--- src/rtl/xsbtc_ram.sv ---
// Generic simple dual-port RAM: one write port, one read port, registered read.
// Width and depth are parameters. No dependencies.
`timescale 1ns / 1ps
`default_nettype none

module xsbtc_ram #(
   parameter int WIDTH = 8,
   parameter int DEPTH = 64
) (
   input  wire                      clock,
   input  wire                      wr_en,
   input  wire [$clog2(DEPTH)-1:0]  wr_addr,
   input  wire [WIDTH-1:0]          wr_data,
   input  wire                      rd_en,
   input  wire [$clog2(DEPTH)-1:0]  rd_addr,
   output logic [WIDTH-1:0]         rd_data
);

   logic [WIDTH-1:0] mem [DEPTH];

   // write word
   always_ff @(posedge clock) begin
      if (wr_en) begin
         mem[wr_addr] <= wr_data;
      end
   end

   // register read word
   always_ff @(posedge clock) begin
      if (rd_en) begin
         rd_data <= mem[rd_addr];
      end
   end

endmodule

`default_nettype wire

--- config.mk ---
export PLATFORM = sky130hd
export DESIGN_NAME = xsbtc_ram
export DESIGN_NICKNAME = d
export VERILOG_FILES = /design/src/rtl/xsbtc_ram.sv
export SDC_FILE = /design/constraint.sdc
export NUM_CORES = 1
export LEC_CHECK = 0
export BUFFER_PORTS_ARGS = -buffer_cell sky130_fd_sc_hd__buf_2
export CAP_MARGIN = 20
export CORE_MARGIN = 4
export CORE_UTILIZATION = 61
export CTS_CLUSTER_DIAMETER = 60
export DETAILED_ROUTE_END_ITERATION = 10
export HOLD_SLACK_MARGIN = 0.1
export PLACE_DENSITY_LB_ADDON = 0.1
export SLEW_MARGIN = 10
export SYNTH_ARGS = -nofsm -noshare
export SYNTH_HDL_FRONTEND = slang
export SYNTH_SLANG_ARGS = --single-unit
export TNS_END_PERCENT = 50
--- constraint.sdc ---
create_clock -name clock -period 4.3 [get_ports clock]
set_clock_uncertainty 0.2 [all_clocks]
set_input_delay 0.86 -clock clock [delete_from_list [all_inputs] [get_ports clock]]
set_output_delay 0.86 -clock clock [all_outputs]
set_load 0.01 [all_outputs]
# Word level (Yosys, flattened, before mapping)

Memory sizes are Yosys's and may differ from the RTL's. A register that Yosys moved wholly into a read port is not among the register bits.
Index checks and enable logic that the tools add are counted.

Flip-flop bits (word level): 0
Output and inout bits: 8
Logic and storage cells: 3
Memories kept: 1
Bits in latches: 0
Bits in read-only memories: 0
Bits in writable memories: 512

Memories:

| memory | words | bits a word | rd ports | clocked after Yosys merged registers in | write ports | line | text |
|---|---|---|---|---|---|---|---|
| mem    | 64    | 8           | 1        | 1                                       | 1           | 19   | `logic [WIDTH-1:0] mem [DEPTH];` |

Muxes and demuxes: 2
Shifts and indexed selects: 0
$mul: 0
Divide/modulo/power cells: 0
Magnitude comparators: 0
Add/sub/neg operators: 0
Eq/ne operators: 0
Bitwise logic cells: 0
Reduce and logical (&&, ||, !) cells: 0

Operators with widths:

| operator | number |
|---|---|
| $mux W1  | 2 |

# Depth between registers and ports, before layout

Word-level depth: 2
Mapped depth: 9
Mapped depth without buffers: 5

# Least setup slack after synthesis

No wires, ideal clock.

Kind: input port to flip-flop
Start: in rd_addr[1]
End: reg rd_data[3] (read register of mem), data pin
Path slack: 1.434 ns
Arrival: 2.400 ns
Stages: 7
Buffers on the path: 3
Required time: 3.834 ns
Path through: buf_4 -> buf_2 -> buf_2 -> mux4_2 -> mux4_2 -> o21ai_1 -> o41ai_1

RTL lines:

| element     | line | text |
|---|---|---|
| from (decl) | 15   | `input wire [$clog2(DEPTH)-1:0] rd_addr,` |
| to (decl)   | 16   | `output logic [WIDTH-1:0] rd_data` |

==> qor.yml <==
placed_design:
  hpwl_um: 26700
  io_buffer_count: 30
  pre_cts_slack_ns: 0.531
  place_area_um2: 20900
  gp_congestion: 0.853
clocking:
  clockBufferDepth: 3
  clk_latency_ns: 0.56
  postCtsSetupBuffers: 0
  cts_tree: "done"
  cts_resized: 0
  clkTransAtPathRegs_ns: 0.06
  cts-hold-fix-buffers: 0
  root_buffer: "clkbuf_16"
  h-tree-depth: 2
  clock_sinks: 520
  numCtsBuffers: 50
power:
  leakage_nw: 7.05
  power.share.combinational_pct: 5.1
  power.density_nw_per_um2: 460
  switchingPower_w: 0.00208
  pwr-share-seq_pct: 54.3
  power_frac_clock_pct: 40.7
  irDropWorstVdd_uv: 380
  swShare_pct: 20.0
  internal_power_w: 0.00830
routing:
  dr.pass1.iters: 5
  ant_nets: 0
  drc: 0
  drtIter0Drc: 1234
  wl_um: 44100
  routed_via_density: 6.63
  vias: 9836
  wl_per_cell_um: 29.7
setup_path:
  r2r-end: "rd_data[5]$_DFFE_PP_"
  crit_path_top_delay_cell: "buf_4"
  crit_fanout: 40
  start_kind: "input port"
  critPathRequiredTime_ns: 4.38
  r2r_slack_ns: 1.83
  r2r_cells: 4
  setup.worst_path.end_class: "register"
  worstSetupPathType: "input port to register"
  path_cells: "clkbuf_8 > buf_4 > mux4_2 > mux2i_1 > a31oi_1 > o311ai_1 > nand2_1"
  max_stage_delay_ns: 0.60
  cp_data_arrival_time_ns: 3.28
  worstReg2RegStart: "mem[3][5]$_DFFE_PP_"
min_path:
  min_to: "rd_data[3]$_DFFE_PP_"
  hp-start: "rd_en"
  whs_path_depth: 1
  hold_class: "input port to register"
sta:
  slew_headroom_pct: 26.6
  finalCritPeriodShare_pct: 74.4
  setup_tns_ns: 0
  hold_viol: 0
  slew_viol_final: 0
  rsz0062_at_grt: "no"
  layout_min_cycle_time_ns: 3.20
  tightest_slew_ns: 1.10
  finalSetupViolCount: 0
  max_freq_ghz: 0.312
  setup_slack_ns: 1.10
global_route:
  grt_overflow: 0
  grt_pass1_vias: 9966
  grt_pass1_wl_um: 66300
  grt_max_degree: 65
  grt_antenna_before_repair: 0
  grt.total_usage_pct: 25.1
yosys:
  async_flop_share_pct: 0
  synth_edf_count: 520
  synth_seq_cells: 520
  syn_area_per_cell_um2: 21.5
  syn_inst: 940
  syn_nets: 963
  netlist_area_um2: 20200
  yosysUniqueCellTypes: 39
  yosysSeqAreaShare_pct: 77.1
  synthFlopType: "edfxtp_1"
  ys.warnings.count: 0
final_layout:
  final_cell_mix: "520 x edfxtp_1, 126 x mux4_2, 83 x nor2_1"
  final_common_cell: "edfxtp_1"
  diodes: 0
  nets: 1025
  area_delta_synth_final_pct: 11.5
  stdcell_area_um2: 22600
  drive_above_1_share_pct: 25.7
  final_util_pct: 69.2
job:
  cap_violations: 0
floorplanning:
  pin_count: 31
  die_x_um: 190
  die_y_um: 190
  die-area_um2: 36200
  initial_core_util_pct: 62.1
  fp.coreArea_um2: 32600
  rows: 66
outcome:
  status: "complete, no violations"
## through the flow
step           instances  total power [W]  hold WS [ns]
2_1_floorplan        940          0.00604         0.597
3_3_place_gp        1387          0.00624         0.709
3_5_place_dp        1387          0.00626         0.714
4_1_cts             1478           0.0104         0.468
5_1_grt             1483           0.0107         0.472
6_report            1483           0.0104         0.486
## layout make-up
cell class	instances	area (µm²)
Timing Repair Buffer	61	494
Tap cell	442	553
Clock inverter	25	216
Fill cell	1966	10000
Multi-Input combinational cell	369	4320
Clock buffer	66	1380
Sequential cell	520	15600
## layer usage
metal	global-route usage [%]	vias to the layer above	share of wire, %
met2	38.7	590	48
met3	5.06	77	10
met4	6.13	0	2.6
li1	-	4059	-
met5	0	-	0
met1	38.3	5110	40
## synthesized netlist by cell type (4+ instances only)
library cell | instances | share of area [%]
nand2b_1 | 7 | 0.22
mux4_2 | 126 | 14
a221oi_1 | 6 | 0.26
buf_2 | 11 | 0.27
o22ai_1 | 8 | 0.25
buf_6 | 4 | 0.22
nor2_1 | 83 | 1.5
buf_4 | 13 | 0.48
buf_1 | 4 | 0.074
edfxtp_1 | 520 | 77
nor3_1 | 7 | 0.17
mux2i_1 | 23 | 1.1
nand2_1 | 19 | 0.35
nand3_1 | 13 | 0.32
nor2b_1 | 14 | 0.43
clkbuf_1 | 17 | 0.32
o221ai_1 | 8 | 0.35
mux2_2 | 13 | 0.72
a211oi_1 | 4 | 0.15
## kinds of logic (layout without fill, tap and decap cells)
logic type | count (synthesis) | after routing | synth area share, %
DFF | 520 | 520 | 77.1
muxes | 162 | 162 | 15.9
and+or+nand+nor | 153 | 153 | 3.37
AOI/OAI and AO/OA | 54 | 54 | 2.06
buffers and inverters | 51 | 152 | 1.56
## sequential cells by signal, indices dropped and copies added (netlist names)
name     cells
rd_data      8
mem        512
## how the worst max path moves through the flow
stage / startpoint / endpoint / slack [ns]
after detailed placement: rd_addr[0] / rd_data[7]$_DFFE_PP_ / 0.53
after global routing: rd_addr[0] / rd_data[7]$_DFFE_PP_ / 0.92
after CTS: rd_addr[0] / rd_data[7]$_DFFE_PP_ / 1.11
final: rd_addr[0] / rd_data[7]$_DFFE_PP_ / 1.10
after floorplan: rd_addr[1] / rd_data[3]$_DFFE_PP_ / 1.43
after global placement: rd_addr[0] / rd_data[7]$_DFFE_PP_ / 0.57
## power groups by stage
stage / sequential (W) / combinational (W) / clock [W]
after global placement: 0.00574 / 0.000497 / 0
after floorplan: 0.00574 / 0.000299 / 0
after CTS: 0.00564 / 0.000514 / 0.00428
after detailed placement: 0.00574 / 0.000512 / 0
after global routing: 0.00563 / 0.000560 / 0.00451
final: 0.00563 / 0.000525 / 0.00422
## worst max-delay path: cells and delay by family
| family | cells | cell delay [ns] |
|---|---|---|
| AOI/OAI and AO/OA | 2 | 0.30 |
| buffers and inverters | 2 | 1.00 |
| muxes | 2 | 0.89 |
| and+or+nand+nor | 1 | 0.11 |
No activity file was read; power rests on OpenSTA's default activity.
